===== config.mk =====
export PLATFORM = sky130hd
export DESIGN_NAME = http_request_line_tokenizer
export DESIGN_NICKNAME = d
export VERILOG_FILES = /design/src/hrlt_pkg.sv /design/src/hrlt_step.sv /design/src/hrlt_outbuf.sv /design/src/http_request_line_tokenizer.sv
export SDC_FILE = /design/constraint.sdc
export NUM_CORES = 1
export LEC_CHECK = 0
export BUFFER_PORTS_ARGS = -buffer_cell sky130_fd_sc_hd__clkbuf_2
export CORE_AREA = 5 5 146 148
export CTS_BUF_LIST = sky130_fd_sc_hd__clkbuf_4 sky130_fd_sc_hd__clkbuf_8
export DETAILED_ROUTE_END_ITERATION = 10
export DIE_AREA = 0 0 151 153
export GPL_ROUTABILITY_DRIVEN = 1
export GPL_TIMING_DRIVEN = 0
export PLACE_DENSITY_LB_ADDON = 0.1
export REMOVE_ABC_BUFFERS = 1
export SLEW_MARGIN = 20
export SYNTH_ARGS = -nofsm -noshare
export SYNTH_HDL_FRONTEND = slang
export SYNTH_SLANG_ARGS = --single-unit
export TNS_END_PERCENT = 50

===== constraint.sdc =====
create_clock -name clk -period 4 [get_ports clk]
set_clock_uncertainty 0.2 [all_clocks]
set_input_delay 0.6 -clock clk [delete_from_list [all_inputs] [get_ports clk]]
set_output_delay 0.6 -clock clk [all_outputs]
set_load 0.005 [all_outputs]

===== src/hrlt_pkg.sv =====
// Types, constants and helper functions shared by the request line tokenizer.
package hrlt_pkg;

  typedef enum logic [2:0] {
    PH_METHOD,
    PH_SKIP,
    PH_RES,
    PH_PARAM,
    PH_DONE
  } phase_t;

  typedef enum logic [2:0] {
    KIND_METHOD_CHAR = 3'd0,
    KIND_RES_CHAR    = 3'd1,
    KIND_PARAM_CHAR  = 3'd2,
    KIND_PARAM_END   = 3'd3,
    KIND_LINE_END    = 3'd4,
    KIND_BAD_ESC     = 3'd5
  } kind_t;

  localparam logic [2:0] MIME_NONE = 3'd0;
  localparam logic [2:0] MIME_HTML = 3'd1;
  localparam logic [2:0] MIME_CSS  = 3'd2;
  localparam logic [2:0] MIME_JS   = 3'd3;
  localparam logic [2:0] MIME_JPEG = 3'd4;
  localparam logic [2:0] MIME_PNG  = 3'd5;
  localparam logic [2:0] MIME_ICON = 3'd6;

  localparam logic [1:0] ESC_IDLE   = 2'd0;
  localparam logic [1:0] ESC_FIRST  = 2'd1;
  localparam logic [1:0] ESC_SECOND = 2'd2;

  localparam logic [7:0] CH_SPACE = 8'h20;
  localparam logic [7:0] CH_PLUS  = 8'h2B;
  localparam logic [7:0] CH_PCT   = 8'h25;
  localparam logic [7:0] CH_QMARK = 8'h3F;
  localparam logic [7:0] CH_AMP   = 8'h26;
  localparam logic [7:0] CH_DOT   = 8'h2E;
  localparam logic [7:0] CH_G     = 8'h47;
  localparam logic [7:0] CH_E     = 8'h45;
  localparam logic [7:0] CH_T     = 8'h54;

  // Extensions packed with the first character in the lowest byte.
  localparam logic [31:0] EXT_HTML = 32'h6C6D7468;
  localparam logic [31:0] EXT_CSS  = 32'h00737363;
  localparam logic [31:0] EXT_JS   = 32'h0000736A;
  localparam logic [31:0] EXT_JPG  = 32'h0067706A;
  localparam logic [31:0] EXT_JPEG = 32'h6765706A;
  localparam logic [31:0] EXT_PNG  = 32'h00676E70;
  localparam logic [31:0] EXT_ICO  = 32'h006F6369;

  localparam int MAX_RESULTS = 3;

  typedef logic [1:0] res_cnt_t;

  typedef struct packed {
    phase_t      phase;
    logic [3:0]  method_count;
    logic        get_match;
    logic [1:0]  escape_step;
    logic [2:0]  escape_digit;
    logic [7:0]  param_counter;
    logic [2:0]  resource_count;
    logic        dot_seen;
    logic        last_dot_at_start;
    logic [31:0] ext_chars;
    logic [2:0]  ext_count;
  } parse_state_t;

  localparam parse_state_t PARSE_RESET = '{
    phase:             PH_METHOD,
    method_count:      4'd0,
    get_match:         1'b1,
    escape_step:       ESC_IDLE,
    escape_digit:      3'd0,
    param_counter:     8'd0,
    resource_count:    3'd0,
    dot_seen:          1'b0,
    last_dot_at_start: 1'b0,
    ext_chars:         32'd0,
    ext_count:         3'd0
  };

  typedef struct packed {
    kind_t      kind;
    logic [7:0] char_out;
    logic [7:0] param_number;
    logic [7:0] param_total;
    logic       method_is_get;
    logic       client_side;
    logic [2:0] mime_class;
  } result_t;

  localparam result_t RESULT_ZERO = '{
    kind: KIND_METHOD_CHAR, char_out: 8'd0, param_number: 8'd0, param_total: 8'd0,
    method_is_get: 1'b0, client_side: 1'b0, mime_class: MIME_NONE
  };

  // Returns {bad, byte}; bad is set when the code is not in the table.
  function automatic logic [8:0] decode_pair(logic [2:0] d1, logic [7:0] d2);
    logic [3:0] lo;
    logic       ok;
    lo = 4'd0;
    ok = 1'b0;
    if (d2 >= 8'h30 && d2 <= 8'h39) begin
      lo = d2[3:0];
      ok = 1'b1;
    end else if (d2 >= 8'h41 && d2 <= 8'h46) begin
      lo = 4'(d2[3:0] + 4'd9);
      ok = 1'b1;
    end
    if (ok) begin
      case (d1)
        3'd2: ok = (lo <= 4'd9) || (lo == 4'd11) || (lo == 4'd12) || (lo == 4'd15);
        3'd3: ok = (lo >= 4'd10);
        3'd4: ok = (lo == 4'd0);
        3'd5: ok = (lo >= 4'd11) && (lo <= 4'd14);
        3'd6: ok = (lo == 4'd0);
        3'd7: ok = (lo >= 4'd11) && (lo <= 4'd14);
        default: ok = 1'b0;
      endcase
    end
    return {~ok, 1'b0, d1, lo};
  endfunction

  function automatic logic [2:0] mime_of(parse_state_t s);
    logic [2:0] m;
    m = MIME_NONE;
    if (s.resource_count >= 3'd4 && s.dot_seen && !s.last_dot_at_start) begin
      if (s.ext_count == 3'd4 && s.ext_chars == EXT_HTML)      m = MIME_HTML;
      else if (s.ext_count == 3'd3 && s.ext_chars == EXT_CSS)  m = MIME_CSS;
      else if (s.ext_count == 3'd2 && s.ext_chars == EXT_JS)   m = MIME_JS;
      else if (s.ext_count == 3'd3 && s.ext_chars == EXT_JPG)  m = MIME_JPEG;
      else if (s.ext_count == 3'd4 && s.ext_chars == EXT_JPEG) m = MIME_JPEG;
      else if (s.ext_count == 3'd3 && s.ext_chars == EXT_PNG)  m = MIME_PNG;
      else if (s.ext_count == 3'd3 && s.ext_chars == EXT_ICO)  m = MIME_ICON;
    end
    return m;
  endfunction

  function automatic logic [7:0] get_char(logic [1:0] idx);
    logic [7:0] c;
    case (idx)
      2'd0:    c = CH_G;
      2'd1:    c = CH_E;
      default: c = CH_T;
    endcase
    return c;
  endfunction

endpackage


===== src/hrlt_step.sv =====
// Per-byte parse step: next parser state and up to three results for one item.
module hrlt_step #(
  parameter int MAX_METHOD_LEN = 10
) (
  input  hrlt_pkg::parse_state_t state_in,
  input  logic [7:0]             byte_in,
  input  logic                   first_byte,
  output hrlt_pkg::parse_state_t state_nxt,
  output hrlt_pkg::result_t      res [hrlt_pkg::MAX_RESULTS],
  output hrlt_pkg::res_cnt_t     res_cnt
);
  import hrlt_pkg::*;

  parse_state_t s;
  logic         is_space;
  logic         is_amp;
  logic         is_get;
  logic [8:0]   decoded;
  logic [7:0]   lower;
  logic [2:0]   mime;
  logic         cside;

  assign s        = first_byte ? PARSE_RESET : state_in;
  assign is_space = (byte_in == CH_SPACE);
  assign is_amp   = (byte_in == CH_AMP);
  assign is_get   = (s.method_count == 4'd3) && s.get_match;
  assign decoded  = decode_pair(s.escape_digit, byte_in);
  assign lower    = (byte_in >= 8'h41 && byte_in <= 8'h5A) ? (byte_in + 8'd32) : byte_in;
  assign mime     = mime_of(s);
  assign cside    = (s.resource_count == 3'd0) || s.dot_seen;

  // Next state.
  always_comb begin
    state_nxt = s;
    unique case (s.phase)
      PH_METHOD: begin
        if (is_space) begin
          state_nxt.phase = is_get ? PH_SKIP : PH_DONE;
        end else if (s.method_count < 4'(MAX_METHOD_LEN)) begin
          if (s.method_count >= 4'd3 || byte_in != get_char(s.method_count[1:0])) begin
            state_nxt.get_match = 1'b0;
          end
          state_nxt.method_count = s.method_count + 4'd1;
        end else begin
          state_nxt.get_match = 1'b0;
        end
      end
      PH_SKIP: begin
        state_nxt.phase = PH_RES;
      end
      PH_RES: begin
        if (is_space) begin
          state_nxt.phase = PH_DONE;
        end else if (byte_in == CH_QMARK) begin
          state_nxt.phase         = PH_PARAM;
          state_nxt.param_counter = 8'd0;
        end else begin
          if (byte_in == CH_DOT) begin
            state_nxt.dot_seen          = 1'b1;
            state_nxt.last_dot_at_start = (s.resource_count == 3'd0);
            state_nxt.ext_chars         = 32'd0;
            state_nxt.ext_count         = 3'd0;
          end else begin
            if (s.ext_count < 3'd4) begin
              state_nxt.ext_chars[s.ext_count[1:0]*8 +: 8] = lower;
            end
            if (s.ext_count < 3'd5) begin
              state_nxt.ext_count = s.ext_count + 3'd1;
            end
          end
          if (s.resource_count < 3'd4) begin
            state_nxt.resource_count = s.resource_count + 3'd1;
          end
        end
      end
      PH_PARAM: begin
        if (is_space || is_amp) begin
          state_nxt.escape_step = ESC_IDLE;
          if (is_space) begin
            state_nxt.phase = PH_DONE;
          end else if (s.param_counter != 8'hFF) begin
            state_nxt.param_counter = s.param_counter + 8'd1;
          end
        end else if (s.escape_step == ESC_FIRST) begin
          if (byte_in >= 8'h32 && byte_in <= 8'h37) begin
            state_nxt.escape_digit = byte_in[2:0];
            state_nxt.escape_step  = ESC_SECOND;
          end else begin
            state_nxt.escape_step = ESC_IDLE;
          end
        end else if (s.escape_step == ESC_SECOND) begin
          state_nxt.escape_step = ESC_IDLE;
        end else if (byte_in == CH_PCT) begin
          state_nxt.escape_step = ESC_FIRST;
        end
      end
      PH_DONE: begin
        state_nxt = s;
      end
      default: begin
        state_nxt = s;
      end
    endcase
  end

  // Results, appended in the order they leave the block.
  always_comb begin
    result_t  r;
    res_cnt_t n;
    r = RESULT_ZERO;
    n = 2'd0;
    for (int i = 0; i < MAX_RESULTS; i++) begin
      res[i] = RESULT_ZERO;
    end
    unique case (s.phase)
      PH_METHOD: begin
        if (is_space) begin
          if (!is_get) begin
            r = RESULT_ZERO;
            r.kind        = KIND_LINE_END;
            r.client_side = 1'b1;
            res[n] = r;
            n = n + 2'd1;
          end
        end else if (s.method_count < 4'(MAX_METHOD_LEN)) begin
          r = RESULT_ZERO;
          r.kind     = KIND_METHOD_CHAR;
          r.char_out = byte_in;
          res[n] = r;
          n = n + 2'd1;
        end
      end
      PH_RES: begin
        if (is_space) begin
          r = RESULT_ZERO;
          r.kind          = KIND_LINE_END;
          r.method_is_get = 1'b1;
          r.client_side   = cside;
          r.mime_class    = mime;
          res[n] = r;
          n = n + 2'd1;
        end else if (byte_in != CH_QMARK) begin
          r = RESULT_ZERO;
          r.kind     = KIND_RES_CHAR;
          r.char_out = byte_in;
          res[n] = r;
          n = n + 2'd1;
        end
      end
      PH_PARAM: begin
        if (is_space || is_amp) begin
          // A separator inside an escape first reports the broken escape.
          if (s.escape_step != ESC_IDLE) begin
            r = RESULT_ZERO;
            r.kind         = KIND_BAD_ESC;
            r.param_number = s.param_counter;
            res[n] = r;
            n = n + 2'd1;
          end
          r = RESULT_ZERO;
          r.kind         = KIND_PARAM_END;
          r.param_number = s.param_counter;
          res[n] = r;
          n = n + 2'd1;
          if (is_space) begin
            r = RESULT_ZERO;
            r.kind          = KIND_LINE_END;
            r.param_total   = (s.param_counter != 8'hFF) ? s.param_counter + 8'd1 : 8'hFF;
            r.method_is_get = 1'b1;
            r.client_side   = cside;
            r.mime_class    = mime;
            res[n] = r;
            n = n + 2'd1;
          end
        end else if (s.escape_step == ESC_FIRST) begin
          if (!(byte_in >= 8'h32 && byte_in <= 8'h37)) begin
            r = RESULT_ZERO;
            r.kind         = KIND_BAD_ESC;
            r.param_number = s.param_counter;
            res[n] = r;
            n = n + 2'd1;
          end
        end else if (s.escape_step == ESC_SECOND) begin
          r = RESULT_ZERO;
          r.kind         = decoded[8] ? KIND_BAD_ESC : KIND_PARAM_CHAR;
          r.char_out     = decoded[8] ? 8'd0 : decoded[7:0];
          r.param_number = s.param_counter;
          res[n] = r;
          n = n + 2'd1;
        end else if (byte_in != CH_PCT) begin
          r = RESULT_ZERO;
          r.kind         = KIND_PARAM_CHAR;
          r.char_out     = (byte_in == CH_PLUS) ? CH_SPACE : byte_in;
          r.param_number = s.param_counter;
          res[n] = r;
          n = n + 2'd1;
        end
      end
      default: begin
        n = 2'd0;
      end
    endcase
    res_cnt = n;
  end

endmodule


===== src/hrlt_outbuf.sv =====
// Result register bank that hands the results of one item out one per cycle while the receiver is ready.
module hrlt_outbuf (
  input  logic                   clk,
  input  logic                   rst_n,
  input  logic                   load,
  input  hrlt_pkg::result_t      load_res [hrlt_pkg::MAX_RESULTS],
  input  hrlt_pkg::res_cnt_t     load_cnt,
  output logic                   free,
  output logic                   out_valid,
  input  logic                   out_ready,
  output hrlt_pkg::result_t      out_res,
  output logic                   out_last
);
  import hrlt_pkg::*;

  result_t  buf_r [MAX_RESULTS];
  res_cnt_t left_r;
  res_cnt_t left_nxt;
  res_cnt_t ptr_r;
  res_cnt_t ptr_nxt;
  logic     take;

  assign out_valid = (left_r != 2'd0);
  assign out_last  = (left_r == 2'd1);
  assign out_res   = buf_r[ptr_r];
  assign take      = out_valid && out_ready;
  // The bank can take a new item when it is empty or once its last result leaves in this cycle.
  assign free      = !out_valid || (take && out_last);

  always_comb begin
    left_nxt = left_r;
    ptr_nxt  = ptr_r;
    if (load) begin
      left_nxt = load_cnt;
      ptr_nxt  = 2'd0;
    end else if (take) begin
      left_nxt = left_r - 2'd1;
      ptr_nxt  = ptr_r + 2'd1;
    end
  end

  always_ff @(posedge clk) begin
    if (!rst_n) begin
      left_r <= 2'd0;
      ptr_r  <= 2'd0;
    end else begin
      left_r <= left_nxt;
      ptr_r  <= ptr_nxt;
    end
  end

  always_ff @(posedge clk) begin
    if (load) begin
      for (int i = 0; i < MAX_RESULTS; i++) begin
        buf_r[i] <= load_res[i];
      end
    end
  end

endmodule


===== src/http_request_line_tokenizer.sv =====
// Top level of the HTTP request line tokenizer with query parameter decoding.
//
// Input channel (in_*): one request line byte per item in in_tdata, with
// in_tuser set on the first byte of a new request, which restarts parsing.
// Result channel (out_*): method, resource and parameter characters, parameter
// end and bad escape markers, and a line end summary. out_tuser carries the
// result kind and out_tlast marks the final result caused by one input byte.
// An accepted byte sits in an input register until the result registers are
// free; the parse step then updates the parser state and loads its zero to
// three results into the result registers, from which they are handed out.
// A byte that causes at most one result is accepted every cycle while the
// receiver takes each result; a byte that causes more results holds the
// result registers, so the next byte is parsed when the last of them is taken.
// Reset returns the parser to the method phase and empties both registers;
// in_tready stays low while reset is asserted.
// When the receiver stalls, the current result holds and the input register
// fills, after which in_tready drops until results drain.
module http_request_line_tokenizer #(
  parameter int MAX_METHOD_LEN = 10
) (
  input  logic        clk,
  input  logic        rst_n,
  input  logic        in_tvalid,
  output logic        in_tready,
  input  logic [7:0]  in_tdata,   // [7:0] byte_in
  input  logic        in_tuser,   // [0] first_byte
  output logic        out_tvalid,
  input  logic        out_tready,
  output logic [31:0] out_tdata,  // [7:0] char_out, [15:8] param_number,
                                  // [23:16] param_total, [24] method_is_get,
                                  // [25] client_side, [28:26] mime_class, rest zero
  output logic [2:0]  out_tuser,  // [2:0] kind
  output logic        out_tlast
);
  import hrlt_pkg::*;

  logic         in_valid_r;
  logic         in_valid_nxt;
  logic [7:0]   byte_r;
  logic         first_r;
  parse_state_t state_r;
  parse_state_t state_nxt;
  result_t      step_res [MAX_RESULTS];
  res_cnt_t     step_cnt;
  logic         buf_free;
  logic         parse;
  logic         accept;
  result_t      cur_res;

  assign parse     = in_valid_r && buf_free;
  assign in_tready = rst_n && (!in_valid_r || parse);
  assign accept    = in_tvalid && in_tready;

  always_comb begin
    in_valid_nxt = in_valid_r;
    if (accept) begin
      in_valid_nxt = 1'b1;
    end else if (parse) begin
      in_valid_nxt = 1'b0;
    end
  end

  always_ff @(posedge clk) begin
    if (!rst_n) begin
      in_valid_r <= 1'b0;
      state_r    <= PARSE_RESET;
    end else begin
      in_valid_r <= in_valid_nxt;
      if (parse) begin
        state_r <= state_nxt;
      end
    end
  end

  always_ff @(posedge clk) begin
    if (accept) begin
      byte_r  <= in_tdata;
      first_r <= in_tuser;
    end
  end

  hrlt_step #(
    .MAX_METHOD_LEN(MAX_METHOD_LEN)
  ) u_step (
    .state_in  (state_r),
    .byte_in   (byte_r),
    .first_byte(first_r),
    .state_nxt (state_nxt),
    .res       (step_res),
    .res_cnt   (step_cnt)
  );

  hrlt_outbuf u_outbuf (
    .clk      (clk),
    .rst_n    (rst_n),
    .load     (parse),
    .load_res (step_res),
    .load_cnt (step_cnt),
    .free     (buf_free),
    .out_valid(out_tvalid),
    .out_ready(out_tready),
    .out_res  (cur_res),
    .out_last (out_tlast)
  );

  assign out_tuser = cur_res.kind;
  assign out_tdata = {3'b000, cur_res.mime_class, cur_res.client_side,
                      cur_res.method_is_get, cur_res.param_total,
                      cur_res.param_number, cur_res.char_out};

endmodule

; Word-level counts from Yosys, hierarchy flattened
; Memory sizes are Yosys's and may differ from the RTL's. A register that Yosys moved wholly into a read port is not among the register bits.
; Index checks and enable logic that the tools add are counted.
[classes]
n_shift = 2
magnitude_cmp = 21
n_reduce_logical = 44
n_bitwise = 3
mux = 105
add_sub_neg = 11
n_eq_ne = 37
[ops]
columns = cell, n
row1 = two-way mux 32 bit, 13
row2 = bitwise mux 96 bit, 2
row3 = demux 32 bit (select 2 bit), 2
row4 = "equality test 32 x 23 -> 1 bit, second input constant", 4
row5 = two-way mux 64 bit, 2
row6 = two-way mux 96 bit, 1
row7 = case mux 32 bit (3 select lines), 1
row8 = two-way mux 40 bit, 2
row9 = two-way mux 8 bit, 10
row10 = "equality test 32 x 31 -> 1 bit, second input constant", 2
row11 = two-way mux 61 bit, 1
row12 = two-way mux 3 bit, 20
row13 = "equality test 8 x 6 -> 1 bit, second input constant", 6
row14 = two-way mux 48 bit, 1
row15 = two-way mux 35 bit, 1
row16 = negation 5 -> 34 bit, 1
row17 = "variable shift 8 x 34 -> 32 bit, first input constant", 1
row18 = indexed part select 8 x 34 -> 32 bit, 1
row19 = bitwise mux 32 bit, 1
row20 = "equality test 32 x 15 -> 1 bit, second input constant", 1
row21 = two-way mux 2 bit, 16
row22 = two-way mux 31 bit, 1
row23 = two-way mux 30 bit, 1
row24 = two-way mux 29 bit, 1
row25 = other kinds (47), 131
[totals]
word_cells = 240
out_inout_bits = 38
input_bits = 13
ram_bits = 96
n_memories = 1
register_bits = 75
[memory_table]
columns = memory, words, width, read_ports, rd_ports_with_merged_regs, wr, line_no
row1 = u_outbuf.buf_r, 3, 32, 1, 1, 3, hrlt_outbuf.sv:16  ; result_t buf_r [MAX_RESULTS];

; Depth between registers and ports, before layout
; Gate-level depths: netlist of the first run.
[logic_depth]
ltp_word = 15
mapped_depth = 15
mapped_depth_nobuf = 11

; Hierarchy
; Synthesis of the first run repeated with hierarchy kept, for this count alone.
[hier_totals]
cells_unflattened = 1149
area_unflattened_um2 = 10465.0
[modules_own_cells]
columns = module, area_each_um2, seq_area_each_um2, instances, cells_per_inst
row1 = hrlt_outbuf, 3858.7, 3002.9, 1, 232
row2 = hrlt_step, 3612.2, 0.0, 1, 618
row3 = http_request_line_tokenizer, 2994.1, 1511.4, 1, 299

; Worst setup path before layout of the first run
; No wires, ideal clock.
[synth_timing]
path_type = register to register
from = register u_outbuf.left_r[0]
to = register state_r[2] in the netlist's numbering
arrival_time_ps = 3767
period_less_slack_ps = 4090
slack_ps = -90
n_path_buf = 3
required_ps = 3677
setup_time_ps = 123
stages_incl_launch_ff = 10
path_cell_list = dfxtp_1 > inv_1 > ha_1 > clkbuf_1 > o21ai_0 > inv_1 > clkbuf_1 > clkbuf_1 > o311ai_0 > o211a_1
[synth_via]
elab_chain_len = 5
elab_cells_between_ends = 7
classes_between = 1 x eq/ne / 6 x reduce/logical
[synth_rtl]
columns = element, line_no
row1 = start: declaration, hrlt_outbuf.sv:17  ; res_cnt_t left_r;
row2 = start signal: assignment, hrlt_outbuf.sv:47  ; left_r <= left_nxt;
row3 = nonzero test 2 bit, hrlt_outbuf.sv:23  ; assign out_valid = (left_r != 2'd0);
row4 = logical AND 1 bit, hrlt_outbuf.sv:26  ; assign take = out_valid && out_ready;
row5 = logical AND 1 bit, hrlt_outbuf.sv:28  ; assign free = !out_valid || (take && out_last);
row6 = logical OR 1 bit *, hrlt_outbuf.sv:28
row7 = logical AND 1 bit *, http_request_line_tokenizer.sv:50  ; assign parse = in_valid_r && buf_free;
row8 = named net parse, http_request_line_tokenizer.sv:46  ; logic parse;
row9 = end signal: assignment, http_request_line_tokenizer.sv:70  ; state_r <= state_nxt;
row10 = end: declaration, http_request_line_tokenizer.sv:41  ; parse_state_t state_r;
; Mark *: on every way through the listed nets, which the timed path passes. The rest lies on a longest branch.
; A chain may end at the register's enable or synchronous reset.

==> flow_summary.json, run 1 <==
{
  "outcome": "finished, final reports clean",
  "fillerInstances": 2015,
  "path_cells": "or4_4 > or4_4 > and3_4 > o221ai_1 > mux2_2 > or4_1 > a41oi_2",
  "final_common_cell": "nor2_1",
  "fin_area_mm2": 0.00869,
  "cts_buffer_depth": 2,
  "nets": 946,
  "cts-buffers-inserted": 17,
  "firstDrtPassIters": 5,
  "synth_top_family_by_area": "simple AND/OR/NAND/NOR gates",
  "synth_async_sr_flop_share_pct": 0,
  "max_slew.worst_pin.slew_ns": 1.05,
  "io_pins": 51,
  "slew_headroom_pct": 29.8,
  "fp.dieArea_mm2": 0.0231,
  "cp-end-kind": "register",
  "worstSetupStartpointType": "register",
  "rows": 52,
  "hold_violations": 0,
  "antenna_found_initial": 0,
  "p_leak_nw": 3.13,
  "grt_pass1_wl_um": 34500,
  "ys.flop_type": "edfxtp_1",
  "initial_utilization_pct": 39.3,
  "synth_edf_count": 68,
  "ir_drop_v": 0.000195,
  "synth.avg_cell_area_um2": 8.84,
  "hold_slack_ns": 0.122,
  "tns_ns": 0,
  "synth_compound_area_share_pct": 19.6,
  "yosysSeqAreaShare_pct": 43.5,
  "grt_pass1_vias": 6312,
  "gp_congestion": 0.866,
  "crit_family": "simple AND/OR/NAND/NOR gates",
  "power_mw": 3.48,
  "antenna_left": 0,
  "synthAdderAreaFrac_pct": 4.00,
  "layout-drive-gt1-share_pct": 12.2,
  "die_height_um": 153,
  "cts_hold_buf": 0,
  "drv_slew": 0,
  "clock_sinks": 136,
  "powerDensity_mw_per_mm2": 400,
  "routedWlPerCell_um": 17.9,
  "worst-endpoint-required_ns": 4.07,
  "cpMaxStageDelayCell": "edfxtp_1",
  "clk-insertion-delay-late_ns": 0.45,
  "postSynthCellCount": 884,
  "synth_mux_area_share_pct": 2.34,
  "coreArea_mm2": 0.0199,
  "synth_area_mm2": 0.00782,
  "place_hpwl_um": 14700,
  "critPathKind": "register to register",
  "crit_fanout": 23,
  "area_delta_synth_final_pct": 11.1,
  "io_buffers": 47,
  "max_stage_delay_ns": 0.76,
  "die_w_um": 151,
  "fmax_mhz": 260,
  "cts-root-buf": "clkbuf_8",
  "synth_seq_cells": 136,
  "n_antenna_cell": 0,
  "clk_pin_slew_worst_paths_ns": 0.09,
  "synthXorXnorAreaFrac_pct": 1.01,
  "wirelength_um": 21300,
  "vias": 6565,
  "setup_viol": 0,
  "via_per_inst": 5.51,
  "place_area_mm2": 0.00826,
  "grt_max_degree": 52,
  "fin_crit_ns": 3.85,
  "crit_top_cell": "or4_4",
  "cp_num_buf_inv": 0,
  "worstPathArrival_ns": 3.92,
  "ys_warn_count": 0,
  "synthSimpleGateAreaFrac_pct": 25.3,
  "final_cell_mix": "nor2_1, edfxtp_1, nand2_1, dfxtp_1, o21ai_0",
  "grt_usage_pct": 18.8,
  "drtIter0Drc": 521,
  "min_period_over_period_pct": 96.2,
  "maxCapViolCount": 0,
  "postLayoutCoreUtil_pct": 43.6,
  "drc_errors": 0,
  "grt-ovfl-total": 0,
  "htree_levels": 4,
  "cts_tree": "yes",
  "rsz0062_at_grt": "false",
  "synth_cell_types": 75,
  "min_path_type": "primary input to register"
}
==> worst reg2reg max path, stage by stage, from the launching register on <==
cell and delay (ns):
edfxtp_1 0.76, or4_4 0.63, or4_4 0.52, and3_4 0.20, o221ai_1 0.20, mux2_2 0.40, or4_1 0.53, a41oi_2 0.25
==> through the flow <==
stage	setup slack (ns)	instances
5_1_grt	0.0209	1191
6_report	0.151	1191
4_1_cts	0.0347	1191
3_3_place_gp	-2.21	1152
3_5_place_dp	-0.384	1156
2_1_floorplan	-0.284	835
==> final cells by class <==
type	count	area, µm²	area share, %
multi-input combinational	668	4110	47.3
sequential	136	3400	39.2
timing repair buffer	54	347	3.99
tap	270	338	3.89
clock buffer	18	241	2.78
clock inverter	14	125	1.44
inverter	31	119	1.37
==> cell usage after synthesis, drive strengths merged, types with 26 or more instances <==
library cell	count	share of area (%)
clkbuf	44	2.1
nand3	26	1.7
nand2	68	3.3
nor2b	37	3.0
edfxtp	68	26
nor2	122	5.9
inv	31	1.5
dfxtp	68	17
a22o	30	3.4
a21oi	51	3.3
o21ai	57	3.6
==> state kept, by name, indices dropped and copies added, names as in the netlist, named ones only <==
name and flops:
byte_r 8, in_valid_r 1, u_outbuf.buf_r 59, u_outbuf.left_r 2, first_r 1, u_outbuf.ptr_r 2, state_r 61
==> where the power goes <==
group | total [mW] | switching, mW | internal (mW) | leakage (nW)
sequential | 1.71 | 0.101 | 1.61 | 1.20
combinational | 0.691 | 0.411 | 0.280 | 1.75
clock | 1.07 | 0.574 | 0.500 | 0.179
total | 3.48 | 1.09 | 2.39 | 3.13
==> repair_timing <==
item | in CTS | in global routing
cloned | 0 | 0
gates resized for setup | 0 | 7
buffers inserted | 3 | 0
endpoints found under the hold margin | 0 | 0
setup endpoints to repair | 29 | 41
==> cell families (layout without fill, tap and decap cells) <==
kind of cell / count (synthesis) / count (layout)
fa+ha+maj: 25 / 25
xor+xnor: 9 / 9
other cells: 1 / 3
simple gates: 387 / 387
buf+inv: 82 / 117
flops: 136 / 136
mux: 18 / 18
compound gates: 226 / 226
==> routing by layer <==
| metal | GRT usage (%) | wire length [µm] | up-vias |
|---|---|---|---|
| met3 | 2.96 | 771 | 23 |
| met2 | 30.1 | 10000 | 149 |
| li1 | - | - | 3258 |
| met5 | 0 | 0 | - |
| met4 | 4.84 | 310 | 0 |
| met1 | 26.6 | 10300 | 3135 |
==> worst paths after layout <==
path | from | to | slack, ns | depth (start not counted)
worst max-delay path | byte_r[3]$_DFFE_PP_ | u_outbuf.buf_r[0][29]$_SDFFCE_PN0P_ | 0.15 | 7
worst min-delay path | in_tdata[0] | byte_r[0]$_DFFE_PP_ | 0.12 | 1
worst max register to register | byte_r[3]$_DFFE_PP_ | u_outbuf.buf_r[0][29]$_SDFFCE_PN0P_ | 0.15 | 7
worst min register to register | state_r[35]$_SDFFE_PN0P_ | state_r[35]$_SDFFE_PN0P_ | 0.27 | 2
Note: power is estimated with default switching activity, not from simulation.
==> run 2: changes to the inputs <==
- REMOVE_ABC_BUFFERS: 1 -> unset
==> flow_summary.json, run 2 (synthesis gave the netlist of run 1 again) <==
{
  "clock_sinks": 136,
  "die_w_um": 151,
  "fillerInstances": 2031,
  "postLayoutCoreUtil_pct": 44.7,
  "routedWlPerCell_um": 19.5,
  "fin_crit_ns": 3.83,
  "drtIter0Drc": 638,
  "pre_cts_ws_ns": -1.21,
  "regMostFlops": "state_r",
  "largest_reg_flops": 61,
  "setup_viol": 0,
  "drv_slew": 0,
  "critPathKind": "register to register",
  "worst-endpoint-required_ns": 4.01,
  "initial_utilization_pct": 39.3,
  "wirelength_um": 24100,
  "fmax_mhz": 261,
  "n_antenna_cell": 0,
  "cp-end-kind": "register",
  "ir_drop_v": 0.000245,
  "layout-drive-gt1-share_pct": 12.5,
  "p_leak_nw": 3.23,
  "cpMaxStageDelayCell": "edfxtp_1",
  "max_stage_delay_ns": 0.54,
  "place_hpwl_um": 17500,
  "outcome": "finished, final reports clean",
  "reg_top3": "state_r x61, u_outbuf.buf_r x59, byte_r x8",
  "grt_pass1_vias": 6807,
  "tns_ns": 0,
  "m1WireLength_um": 11300,
  "antenna_left": 0,
  "io_pins": 51,
  "routed-wl-met3_um": 1300,
  "topRoutingLayerUsed": "met4",
  "grt_pass1_wl_um": 38300,
  "hold_slack_ns": 0.107,
  "rows": 52,
  "grt_usage_pct": 21.3,
  "hold_violations": 0,
  "cp_num_buf_inv": 1,
  "maxCapViolCount": 0,
  "fp.dieArea_mm2": 0.0231,
  "grt-ovfl-total": 0,
  "slew_headroom_pct": 35.1,
  "drc_errors": 0,
  "final_cell_mix": "nor2_1, nand2_1, dfxtp_1, edfxtp_1, o21ai_0",
  "cts_hold_buf": 0,
  "area_delta_synth_final_pct": 13.7,
  "crit_fanout": 9,
  "wl_met2_um": 11000,
  "cts_buffer_depth": 2,
  "crit_family": "simple AND/OR/NAND/NOR gates",
  "clk-insertion-delay-late_ns": 0.46,
  "rsz0062_at_grt": "false",
  "min_path_type": "primary input to register",
  "grt_max_degree": 38,
  "worstSetupStartpointType": "register",
  "powerDensity_mw_per_mm2": 408,
  "max_slew.worst_pin.slew_ns": 0.966,
  "path_cells": "inv_1 > ha_1 > or4bb_1 > or4_4 > and3_4 > o221ai_1 > mux2_2 > nor3_4 > nor2_1 > a22o_1",
  "firstDrtPassIters": 5,
  "cts-buffers-inserted": 17,
  "coreArea_mm2": 0.0199,
  "cts-root-buf": "clkbuf_8",
  "layout_setup_ws_ns": 0.172,
  "vias": 6993,
  "clk_pin_slew_worst_paths_ns": 0.09,
  "die_height_um": 153,
  "io_buffers": 47,
  "cts_tree": "yes",
  "worstPathArrival_ns": 3.84,
  "nets": 992,
  "min_period_over_period_pct": 95.7,
  "htree_levels": 4,
  "gp_congestion": 0.907,
  "via_per_inst": 5.65,
  "final_common_cell": "nor2_1",
  "antenna_found_initial": 0
}
[run 2: power breakdown]
part / internal [mW] / switching (mW)
clock: 0.535 / 0.641
combinational: 0.284 / 0.505
sequential: 1.61 / 0.0512
total: 2.43 / 1.20
[run 2: per-layer routing]
metal / vias up / global-route usage [%]
li1: 3351 / -
met1: 3360 / 29.9
met2: 241 / 33.0
met3: 41 / 4.71
met4: 0 / 6.22
met5: - / 0
[run 2: worst paths after layout]
check | startpoint | end | slack, ns | depth (start not counted)
hold reg to reg | state_r[35]$_SDFFE_PN0P_ | state_r[35]$_SDFFE_PN0P_ | 0.27 | 2
setup / recovery | byte_r[6]$_DFFE_PP_ | u_outbuf.buf_r[0][24]$_SDFFCE_PN0P_ | 0.17 | 10
setup reg to reg | byte_r[6]$_DFFE_PP_ | u_outbuf.buf_r[0][24]$_SDFFCE_PN0P_ | 0.17 | 10
hold / removal | in_tuser | first_r$_DFFE_PP_ | 0.11 | 1
[run 2: repair_timing]
item                                    4_1_cts  5_1_grt
pin swaps                                     0        1
cloned                                        0        0
resized for setup                             9       10
buffers inserted                              1        2
endpoints found under the setup margin       79       46
[run 2: cell type report]
class / instances / area (µm²) / share of cell area (%)
clock buffers: 18 / 248 / 2.79
multi-input cells: 668 / 4130 / 46.5
plain buffers: 49 / 219 / 2.46
well taps: 270 / 338 / 3.80
flip-flops and latches: 136 / 3400 / 38.3
clock inverters: 14 / 155 / 1.75
inverters: 31 / 120 / 1.35
repair buffers: 51 / 278 / 3.12
[run 2: worst register-to-register path, stage by stage (launching register included)]
cell      delay, ns
edfxtp_1       0.54
inv_1          0.18
ha_1           0.18
or4bb_1        0.50
or4_4          0.47
and3_4         0.20
o221ai_1       0.20
mux2_2         0.41
nor3_4         0.28
nor2_1         0.15
a22o_1         0.29
[run 2: per-stage QoR]
step | std cells | cell area, µm² | total power, mW
6_report | 1237 | 8890 | 3.62
5_1_grt | 1237 | 8890 | 3.81
4_1_cts | 1236 | 8860 | 3.64
3_5_place_dp | 1204 | 8430 | 2.48
3_3_place_gp | 1203 | 8400 | 2.47
2_1_floorplan | 886 | 7830 | 2.17
